**src/rtl/core/crc8_framed_packet_receiver_macros.svh**
```systemverilog
// Assertion helpers for the packet receiver.
`ifndef CRC8_FRAMED_PACKET_RECEIVER_MACROS_SVH
`define CRC8_FRAMED_PACKET_RECEIVER_MACROS_SVH

// The consequent must hold in the same cycle as the antecedent.
`define CFPR_ASSERT_SAME(label, ante, cons) \
    label: assert property (@(posedge clk) disable iff (!rst_n) (ante) |-> (cons)) \
        else $error("receiver assertion failed");

// The consequent must hold in the cycle after the antecedent.
`define CFPR_ASSERT_NEXT(label, ante, cons) \
    label: assert property (@(posedge clk) disable iff (!rst_n) (ante) |=> (cons)) \
        else $error("receiver assertion failed");

`endif

```
**src/rtl/core/cfpr_pkg.sv**
```systemverilog
package cfpr_pkg;

    localparam int PAYLOAD_MAX = 32;
    localparam int ADDR_W      = $clog2(PAYLOAD_MAX);
    localparam int LEN_W       = 6;
    localparam int BYTE_W      = 8;
    localparam int IDX_W       = 5;
    localparam int OUT_DATA_W  = 32;
    localparam int CFG_INDEX_W = 1;

    localparam logic [BYTE_W-1:0] CRC_POLY     = 8'h07;
    localparam logic [BYTE_W-1:0] CRC_MSB      = 8'h80;
    localparam logic [BYTE_W-1:0] SYNC1_RESET  = 8'hAA;
    localparam logic [BYTE_W-1:0] SYNC2_RESET  = 8'h55;

    localparam logic [CFG_INDEX_W-1:0] REG_SYNC_FIRST  = 1'b0;
    localparam logic [CFG_INDEX_W-1:0] REG_SYNC_SECOND = 1'b1;

    typedef enum logic [2:0] {
        ST_SYNC1,
        ST_SYNC2,
        ST_TYPE,
        ST_LEN,
        ST_PAYLOAD,
        ST_CRC,
        ST_RD_ISSUE,
        ST_RD_LOAD
    } state_t;

    typedef struct packed {
        logic load_type;
        logic load_len;
        logic store_byte;
        logic rd_start;
        logic rd_next;
        logic load_out;
    } cmd_t;

    typedef struct packed {
        logic sync1_hit;
        logic sync2_hit;
        logic len_zero;
        logic len_fits;
        logic fill_done;
        logic crc_ok;
        logic rd_last;
        logic out_free;
    } status_t;

    // CRC-8, MSB first, one byte per call.
    function automatic logic [BYTE_W-1:0] crc8_feed(input logic [BYTE_W-1:0] acc,
                                                    input logic [BYTE_W-1:0] data);
        logic [BYTE_W-1:0] c;
        c = acc ^ data;
        for (int k = 0; k < BYTE_W; k++)
        begin
            if ((c & CRC_MSB) != '0)
            begin
                c = (c << 1) ^ CRC_POLY;
            end
            else
            begin
                c = c << 1;
            end
        end
        return c;
    endfunction

endpackage

```
**src/rtl/core/cfpr_ram.sv**
```systemverilog
module cfpr_ram #(
    parameter int WIDTH = 8,
    parameter int DEPTH = 32
) (
    input  logic                     clk,
    input  logic                     wr_en,
    input  logic [$clog2(DEPTH)-1:0] wr_addr,
    input  logic [WIDTH-1:0]         wr_data,
    input  logic [$clog2(DEPTH)-1:0] rd_addr,
    output logic [WIDTH-1:0]         rd_data
);

    logic [WIDTH-1:0] mem [DEPTH];
    logic [WIDTH-1:0] rd_data_reg;

    always_ff @(posedge clk)
    begin
        if (wr_en)
        begin
            mem[wr_addr] <= wr_data;
        end
        rd_data_reg <= mem[rd_addr];
    end

    assign rd_data = rd_data_reg;

endmodule

```
**src/rtl/core/cfpr_ctrl.sv**
```systemverilog
module cfpr_ctrl
    import cfpr_pkg::*;
(
    input  logic    clk,
    input  logic    rst_n,
    input  logic    in_valid,
    output logic    in_ready,
    input  status_t status,
    output cmd_t    cmd
);

    state_t state_reg;
    state_t state_next;
    logic   beat;

    always_ff @(posedge clk or negedge rst_n)
    begin
        if (!rst_n)
        begin
            state_reg <= ST_SYNC1;
        end
        else
        begin
            state_reg <= state_next;
        end
    end

    always_comb
    begin
        in_ready   = state_reg inside {ST_SYNC1, ST_SYNC2, ST_TYPE, ST_LEN, ST_PAYLOAD,
                                       ST_CRC};
        beat       = in_valid && in_ready;
        cmd        = '0;
        state_next = state_reg;
        case (state_reg)
            ST_SYNC1:
            begin
                if (beat && status.sync1_hit)
                begin
                    state_next = ST_SYNC2;
                end
            end
            ST_SYNC2:
            begin
                if (beat)
                begin
                    state_next = status.sync2_hit ? ST_TYPE : ST_SYNC1;
                end
            end
            ST_TYPE:
            begin
                if (beat)
                begin
                    cmd.load_type = 1'b1;
                    state_next    = ST_LEN;
                end
            end
            ST_LEN:
            begin
                if (beat)
                begin
                    cmd.load_len = 1'b1;
                    if (status.len_zero)
                    begin
                        state_next = ST_CRC;
                    end
                    else if (status.len_fits)
                    begin
                        state_next = ST_PAYLOAD;
                    end
                    else
                    begin
                        state_next = ST_SYNC1;
                    end
                end
            end
            ST_PAYLOAD:
            begin
                if (beat)
                begin
                    cmd.store_byte = 1'b1;
                    if (status.fill_done)
                    begin
                        state_next = ST_CRC;
                    end
                end
            end
            ST_CRC:
            begin
                if (beat)
                begin
                    if (status.crc_ok)
                    begin
                        cmd.rd_start = 1'b1;
                        state_next   = ST_RD_ISSUE;
                    end
                    else
                    begin
                        state_next = ST_SYNC1;
                    end
                end
            end
            ST_RD_ISSUE:
            begin
                state_next = ST_RD_LOAD;
            end
            ST_RD_LOAD:
            begin
                if (status.out_free)
                begin
                    cmd.load_out = 1'b1;
                    if (status.rd_last)
                    begin
                        state_next = ST_SYNC1;
                    end
                    else
                    begin
                        cmd.rd_next = 1'b1;
                        state_next  = ST_RD_ISSUE;
                    end
                end
            end
            default:
            begin
                state_next = ST_SYNC1;
            end
        endcase
    end

endmodule

```
**src/rtl/core/cfpr_dp.sv**
```systemverilog
module cfpr_dp
    import cfpr_pkg::*;
(
    input  logic                   clk,
    input  logic                   rst_n,
    input  logic [BYTE_W-1:0]      rx_byte,
    input  cmd_t                   cmd,
    output status_t                status,
    input  logic                   cfg_valid,
    input  logic [CFG_INDEX_W-1:0] cfg_index,
    input  logic [BYTE_W-1:0]      cfg_data,
    output logic                   out_valid,
    input  logic                   out_ready,
    output logic [OUT_DATA_W-1:0]  out_data,
    output logic                   out_has_payload,
    output logic                   out_last
);

    logic [BYTE_W-1:0] sync_first_reg;
    logic [BYTE_W-1:0] sync_second_reg;
    logic [BYTE_W-1:0] held_type_reg;
    logic [LEN_W-1:0]  held_length_reg;
    logic [LEN_W-1:0]  fill_index_reg;
    logic [BYTE_W-1:0] crc_reg;
    logic [ADDR_W-1:0] rd_idx_reg;
    logic [BYTE_W-1:0] rd_data;

    logic              out_valid_reg;
    logic [BYTE_W-1:0] out_type_reg;
    logic [LEN_W-1:0]  out_length_reg;
    logic [IDX_W-1:0]  out_index_reg;
    logic [BYTE_W-1:0] out_byte_reg;
    logic              out_has_payload_reg;
    logic              out_last_reg;

    logic [LEN_W-1:0]  fill_plus;
    logic              held_zero;

    always_ff @(posedge clk or negedge rst_n)
    begin
        if (!rst_n)
        begin
            sync_first_reg  <= SYNC1_RESET;
            sync_second_reg <= SYNC2_RESET;
        end
        else if (cfg_valid)
        begin
            case (cfg_index)
                REG_SYNC_FIRST:  sync_first_reg  <= cfg_data;
                REG_SYNC_SECOND: sync_second_reg <= cfg_data;
                default:         sync_first_reg  <= sync_first_reg;
            endcase
        end
    end

    always_ff @(posedge clk)
    begin
        if (cmd.load_type)
        begin
            held_type_reg <= rx_byte;
            crc_reg       <= crc8_feed('0, rx_byte);
        end
        if (cmd.load_len)
        begin
            held_length_reg <= rx_byte[LEN_W-1:0];
            fill_index_reg  <= '0;
            crc_reg         <= crc8_feed(crc_reg, rx_byte);
        end
        if (cmd.store_byte)
        begin
            fill_index_reg <= fill_plus;
            crc_reg        <= crc8_feed(crc_reg, rx_byte);
        end
        if (cmd.rd_start)
        begin
            rd_idx_reg <= '0;
        end
        else if (cmd.rd_next)
        begin
            rd_idx_reg <= rd_idx_reg + 1'b1;
        end
    end

    cfpr_ram #(
        .WIDTH (BYTE_W),
        .DEPTH (PAYLOAD_MAX)
    ) u_store (
        .clk     (clk),
        .wr_en   (cmd.store_byte),
        .wr_addr (fill_index_reg[ADDR_W-1:0]),
        .wr_data (rx_byte),
        .rd_addr (rd_idx_reg),
        .rd_data (rd_data)
    );

    assign fill_plus = fill_index_reg + 1'b1;
    assign held_zero = (held_length_reg == '0);

    always_comb
    begin
        status.sync1_hit = (rx_byte == sync_first_reg);
        status.sync2_hit = (rx_byte == sync_second_reg);
        status.len_zero  = (rx_byte == '0);
        status.len_fits  = ({1'b0, rx_byte} <= (BYTE_W + 1)'(PAYLOAD_MAX));
        status.fill_done = (fill_plus >= held_length_reg);
        status.crc_ok    = (rx_byte == crc_reg);
        status.rd_last   = held_zero
                           || ((LEN_W'(rd_idx_reg) + LEN_W'(1)) == held_length_reg);
        status.out_free  = !out_valid_reg || out_ready;
    end

    always_ff @(posedge clk or negedge rst_n)
    begin
        if (!rst_n)
        begin
            out_valid_reg <= 1'b0;
        end
        else if (cmd.load_out)
        begin
            out_valid_reg <= 1'b1;
        end
        else if (out_ready)
        begin
            out_valid_reg <= 1'b0;
        end
    end

    always_ff @(posedge clk)
    begin
        if (cmd.load_out)
        begin
            out_type_reg        <= held_type_reg;
            out_length_reg      <= held_length_reg;
            out_has_payload_reg <= !held_zero;
            out_index_reg       <= held_zero ? '0 : IDX_W'(rd_idx_reg);
            out_byte_reg        <= held_zero ? '0 : rd_data;
            out_last_reg        <= status.rd_last;
        end
    end

    assign out_valid       = out_valid_reg;
    assign out_has_payload = out_has_payload_reg;
    assign out_last        = out_last_reg;
    assign out_data        = {{(OUT_DATA_W - 2 * BYTE_W - LEN_W - IDX_W){1'b0}},
                              out_byte_reg, out_index_reg, out_length_reg, out_type_reg};

endmodule

```
**src/rtl/core/crc8_framed_packet_receiver.sv**
```systemverilog
// Framed packet receiver with CRC-8 check.
// The slave stream takes one received byte per beat. The block hunts for the
// two start-of-frame bytes, then reads type, length, payload and a CRC-8 byte
// (polynomial 0x07, initial value zero, over type, length and payload).
// While parsing, one byte is accepted in every cycle.
// After a good CRC byte, the master stream gives one beat per payload byte, or
// one beat for an empty frame, with tlast on the final beat. A bad CRC or a
// length above the buffer size gives no beat, and the hunt restarts.
// After the CRC beat is accepted, each result passes through the registered read
// of the payload memory and then the load of the output register, which waits
// until the output register has room. No byte is accepted until the final result
// of the frame has been loaded.
// When the master side stalls, the readout waits with the result held.
// The configuration channel writes the two start-of-frame bytes and is always
// ready; the user has it written only while the block is idle (unenforced).
// Reset returns the parser to the hunt, sets the start-of-frame bytes to 0xAA
// and 0x55 and empties the output register.
`include "crc8_framed_packet_receiver_macros.svh"

module crc8_framed_packet_receiver
    import cfpr_pkg::*;
(
    input  logic                   clk,
    input  logic                   rst_n,
    input  logic                   s_axis_tvalid,
    output logic                   s_axis_tready,
    input  logic [BYTE_W-1:0]      s_axis_tdata,   // rx_byte
    output logic                   m_axis_tvalid,
    input  logic                   m_axis_tready,
    // frame_type[7:0], frame_length[13:8], byte_index[18:14], payload_byte[26:19]
    output logic [OUT_DATA_W-1:0]  m_axis_tdata,
    output logic                   m_axis_tuser,   // has_payload
    output logic                   m_axis_tlast,
    input  logic                   cfg_valid,
    output logic                   cfg_ready,
    input  logic [CFG_INDEX_W-1:0] cfg_index,
    input  logic [BYTE_W-1:0]      cfg_data
);

    cmd_t    cmd;
    status_t status;

    assign cfg_ready = 1'b1;

    cfpr_ctrl u_ctrl (
        .clk      (clk),
        .rst_n    (rst_n),
        .in_valid (s_axis_tvalid),
        .in_ready (s_axis_tready),
        .status   (status),
        .cmd      (cmd)
    );

    cfpr_dp u_dp (
        .clk             (clk),
        .rst_n           (rst_n),
        .rx_byte         (s_axis_tdata),
        .cmd             (cmd),
        .status          (status),
        .cfg_valid       (cfg_valid && cfg_ready),
        .cfg_index       (cfg_index),
        .cfg_data        (cfg_data),
        .out_valid       (m_axis_tvalid),
        .out_ready       (m_axis_tready),
        .out_data        (m_axis_tdata),
        .out_has_payload (m_axis_tuser),
        .out_last        (m_axis_tlast)
    );

    `CFPR_ASSERT_SAME(a_load_needs_room, cmd.load_out, status.out_free)
    `CFPR_ASSERT_SAME(a_store_on_beat, cmd.store_byte, s_axis_tvalid && s_axis_tready)
    `CFPR_ASSERT_SAME(a_no_input_in_readout, cmd.load_out, !s_axis_tready)
    `CFPR_ASSERT_NEXT(a_load_shows_result, cmd.load_out, m_axis_tvalid)

endmodule

```
**config.mk**
```make
export PLATFORM = sky130hd
export DESIGN_NAME = crc8_framed_packet_receiver
export DESIGN_NICKNAME = d
export VERILOG_FILES = /design/src/rtl/core/cfpr_pkg.sv /design/src/rtl/core/cfpr_ram.sv /design/src/rtl/core/cfpr_ctrl.sv /design/src/rtl/core/cfpr_dp.sv /design/src/rtl/core/crc8_framed_packet_receiver.sv
export VERILOG_INCLUDE_DIRS = /design/src /design/src/rtl/core
export SDC_FILE = /design/constraint.sdc
export NUM_CORES = 1
export LEC_CHECK = 0
export BUFFER_PORTS_ARGS = -buffer_cell sky130_fd_sc_hd__buf_2
export CORE_ASPECT_RATIO = 0.6
export CORE_MARGIN = 4
export CORE_UTILIZATION = 45
export CTS_BUF_LIST = sky130_fd_sc_hd__clkbuf_4 sky130_fd_sc_hd__clkbuf_8
export DETAILED_ROUTE_END_ITERATION = 10
export PLACE_DENSITY = 0.71
export SLEW_MARGIN = 10
export SYNTH_ARGS = -nofsm -noshare
export SYNTH_HDL_FRONTEND = slang
export SYNTH_SLANG_ARGS = --single-unit
export TNS_END_PERCENT = 100
```
**constraint.sdc**
```tcl
create_clock -name clk -period 4.8 [get_ports clk]
set_clock_uncertainty 0.15 [all_clocks]
set_input_delay 0 -clock clk [delete_from_list [all_inputs] [get_ports clk]]
set_output_delay 0 -clock clk [all_outputs]
set_load 0.05 [all_outputs]
```
==> flow_summary.yaml <==
outcome:
  outcome: "completed"
clocking:
  cts.htree.levels: 2
  clock-sinks: 346
  cts_buffers: 47
  cts_tree: "built"
  cts.path.max_buffers: 3
  clkSlewWorstSetupHoldPaths_ns: 0.07
  clk_latency_ns: 0.59
  root_buffer: "clkbuf_8"
final_layout:
  finalNetCount: 898
  diodes: 0
  final_cell_mix: "edfxtp_1, mux4_2, buf_2, clkbuf_8, nor2_1"
  area_delta_synth_final_pct: 13.6
  largest_register: "u_dp.u_store.mem"
  fill_cells: 2512
  layout_commonest_cell: "edfxtp_1"
  final_layout_size_suffix_gt1_share_pct: 27.9
  largest_register_ffs: 256
power:
  power.switching_w: 0.00246
  power_density_nw_per_um2: 519
  p_leak_nw: 5.36
  p_seq_share_pct: 45.5
  p_int_w: 0.00592
  combPwrFrac_pct: 25.6
  clock_power_share_pct: 28.9
  vdd_drop_max_mv: 0.397
  swShare_pct: 29.4
route:
  vias: 7142
  detail_route.vias_per_cell: 5.46
  drc: 0
  dr.first_iter.drc_count: 719
  drtAntennaViolNets: 0
  first_pass_iters: 5
  finalWirelength_um: 30200
  wire_per_inst_um: 23.1
timing:
  hold_viol_final: 0
  setup_viol: 0
  setup_ws_ns: 1.85
  min_period_ns: 2.95
  slew_viol_final: 0
  rsz0062_at_grt: "false"
  timing.fmax_mhz: 339
  tns_ns: 0
  period_share_pct: 61.5
  slew_headroom_pct: 20.8
  worst_pin_slew_ns: 1.18
worst_setup_path:
  crit_path_end_kind: "flop"
  arrival_ns: 2.98
  crit_type: "flop to flop"
  critPathRequiredTime_ns: 4.83
  critPathLaunchType: "flop"
  worstPathMaxFanout: 13
synthesis:
  yosys_warnings: 0
  syn-cell-area_um2: 14200
  async_reset_ff_share_pct: 5.78
  synth-seq-cells: 346
  synth_edf_count: 313
  syn_inst: 758
  syn-mean-instance-area_um2: 18.8
  yosysUniqueCellTypes: 49
  ys_seq_area_share_pct: 71.5
  ys.flop_type: "edfxtp_1"
global_route:
  grt_pass1_vias: 7207
  grt_usage_pct: 17.6
  grt_max_degree: 67
  grt_pass1_wl_um: 45800
  overflow: 0
  antenna_found_initial: 3
die:
  num_rows: 50
  pin_count: 59
  die-area_um2: 34600
  fp.dieW_um: 237
  start_util_pct: 45.6
  dieHeight_um: 146
  core_area_um2: 31200
placement:
  hpwl_um: 18300
  preCtsSetupSlack_ns: 1.82
  place.gp.congestion: 0.797
  port_buffers: 52
job:
  max-cap-violations: 0
hold_path:
  hold_path.class: "primary input to flop"
[final timing paths]
kind / from / slack, ns / cells after the start / endpoint
max in group asynchronous: rst_n / 2.84 / 4 / u_dp.sync_first_reg[0]$_DFFE_PN0P_
worst max-delay path: u_ctrl.state_reg[0]$_DFFE_PN0P_ / 1.85 / 4 / u_dp.u_store.mem[18][3]$_DFFE_PP_
min in group asynchronous: rst_n / 0.48 / 3 / u_dp.sync_second_reg[2]$_DFFE_PN1P_
worst min register to register: u_dp.held_type_reg[3]$_DFFE_PP_ / 0.27 / 0 / u_dp.out_type_reg[3]$_DFFE_PP_
worst min-delay path: cfg_data[2] / 0.06 / 3 / u_dp.sync_second_reg[2]$_DFFE_PN1P_
worst max register to register: u_ctrl.state_reg[0]$_DFFE_PN0P_ / 1.85 / 4 / u_dp.u_store.mem[18][3]$_DFFE_PP_
[cell usage after synthesis (10+ instances only)]
cell      instances  area, um^2
clkbuf_1         22        82.6
nor2_1           49         184
and2_1           21         131
xnor2_1          37         324
ha_1             20         250
mux4_2           80        1800
xor2_1           26         228
dfxtp_1          13         260
inv_1            15        56.3
nand2_1          20        75.1
edfxtp_1        313        9400
mux2_2           16         180
nand3_1          10        50.1
dfrtp_1          12         300
[worst max-delay path: stages, from the launching register on]
cell and delay [ns]:
dfrtp_1 0.51, nor2_1 0.22, and3_1 0.40, nand2_1 0.30
nor2_1 0.97
[cells by family after synthesis]
kind of cell | Yosys count | share of synthesized area (%)
AOI/OAI and AO/OA | 26 | 1.22
xor gates and xnor gates | 63 | 3.88
adders and majority gates | 20 | 1.76
buffers and inverters | 59 | 1.97
DFF | 346 | 71.5
muxes | 109 | 14.9
other | 2 | 0.0528
and+or+nand+nor | 133 | 4.66
[stage by stage]
stage               util [%]  instances  instance area (um^2)  hold slack [ns]  total power (W)
floorplan                  -        762                 14200           -0.446          0.00549
global placement        47.7       1195                 14900           -0.160          0.00598
global route            51.8       1308                 16200           0.0501          0.00880
detailed placement      47.7       1195                 14900           -0.145          0.00602
CTS                     51.8       1308                 16200           0.0188          0.00847
finish                  51.8       1308                 16200           0.0637          0.00839
[cell type report]
| type | count | area, um^2 | area share, % |
|---|---|---|---|
| clock buffer | 67 | 822 | 5.09 |
| tap | 416 | 520 | 3.22 |
| inverter | 17 | 63.8 | 0.395 |
| timing repair buffer | 87 | 593 | 3.67 |
| multi-input combinational | 357 | 3780 | 23.4 |
| sequential | 346 | 10200 | 63.0 |
| clock inverter | 18 | 191 | 1.19 |
[layer usage]
metal	part of all wire [%]	GRT usage (%)	wire length (um)
met1	48	28.1	14400
met2	43	24.3	12900
met3	8.8	5.38	2660
met4	0.95	3.09	287
met5	0	0	0
[repair_timing]
item                       in CTS  in global routing
resized for setup               0                  0
hold endpoints to repair      337                  0
setup buffers                   0                  0
hold buffers                   28                  0
setup endpoints to repair       0                  0
[power by group through the flow]
| stage | Clock, W | Sequential, W | Combinational [W] |
|---|---|---|---|
| after detailed placement | 0 | 0.00389 | 0.00213 |
| after CTS | 0.00248 | 0.00382 | 0.00216 |
| after global placement | 0 | 0.00389 | 0.00209 |
| after floorplan | 0 | 0.00386 | 0.00162 |
| after global routing | 0.00264 | 0.00385 | 0.00231 |
| final | 0.00242 | 0.00381 | 0.00215 |
Note: power is estimated with default switching activity, not from simulation.
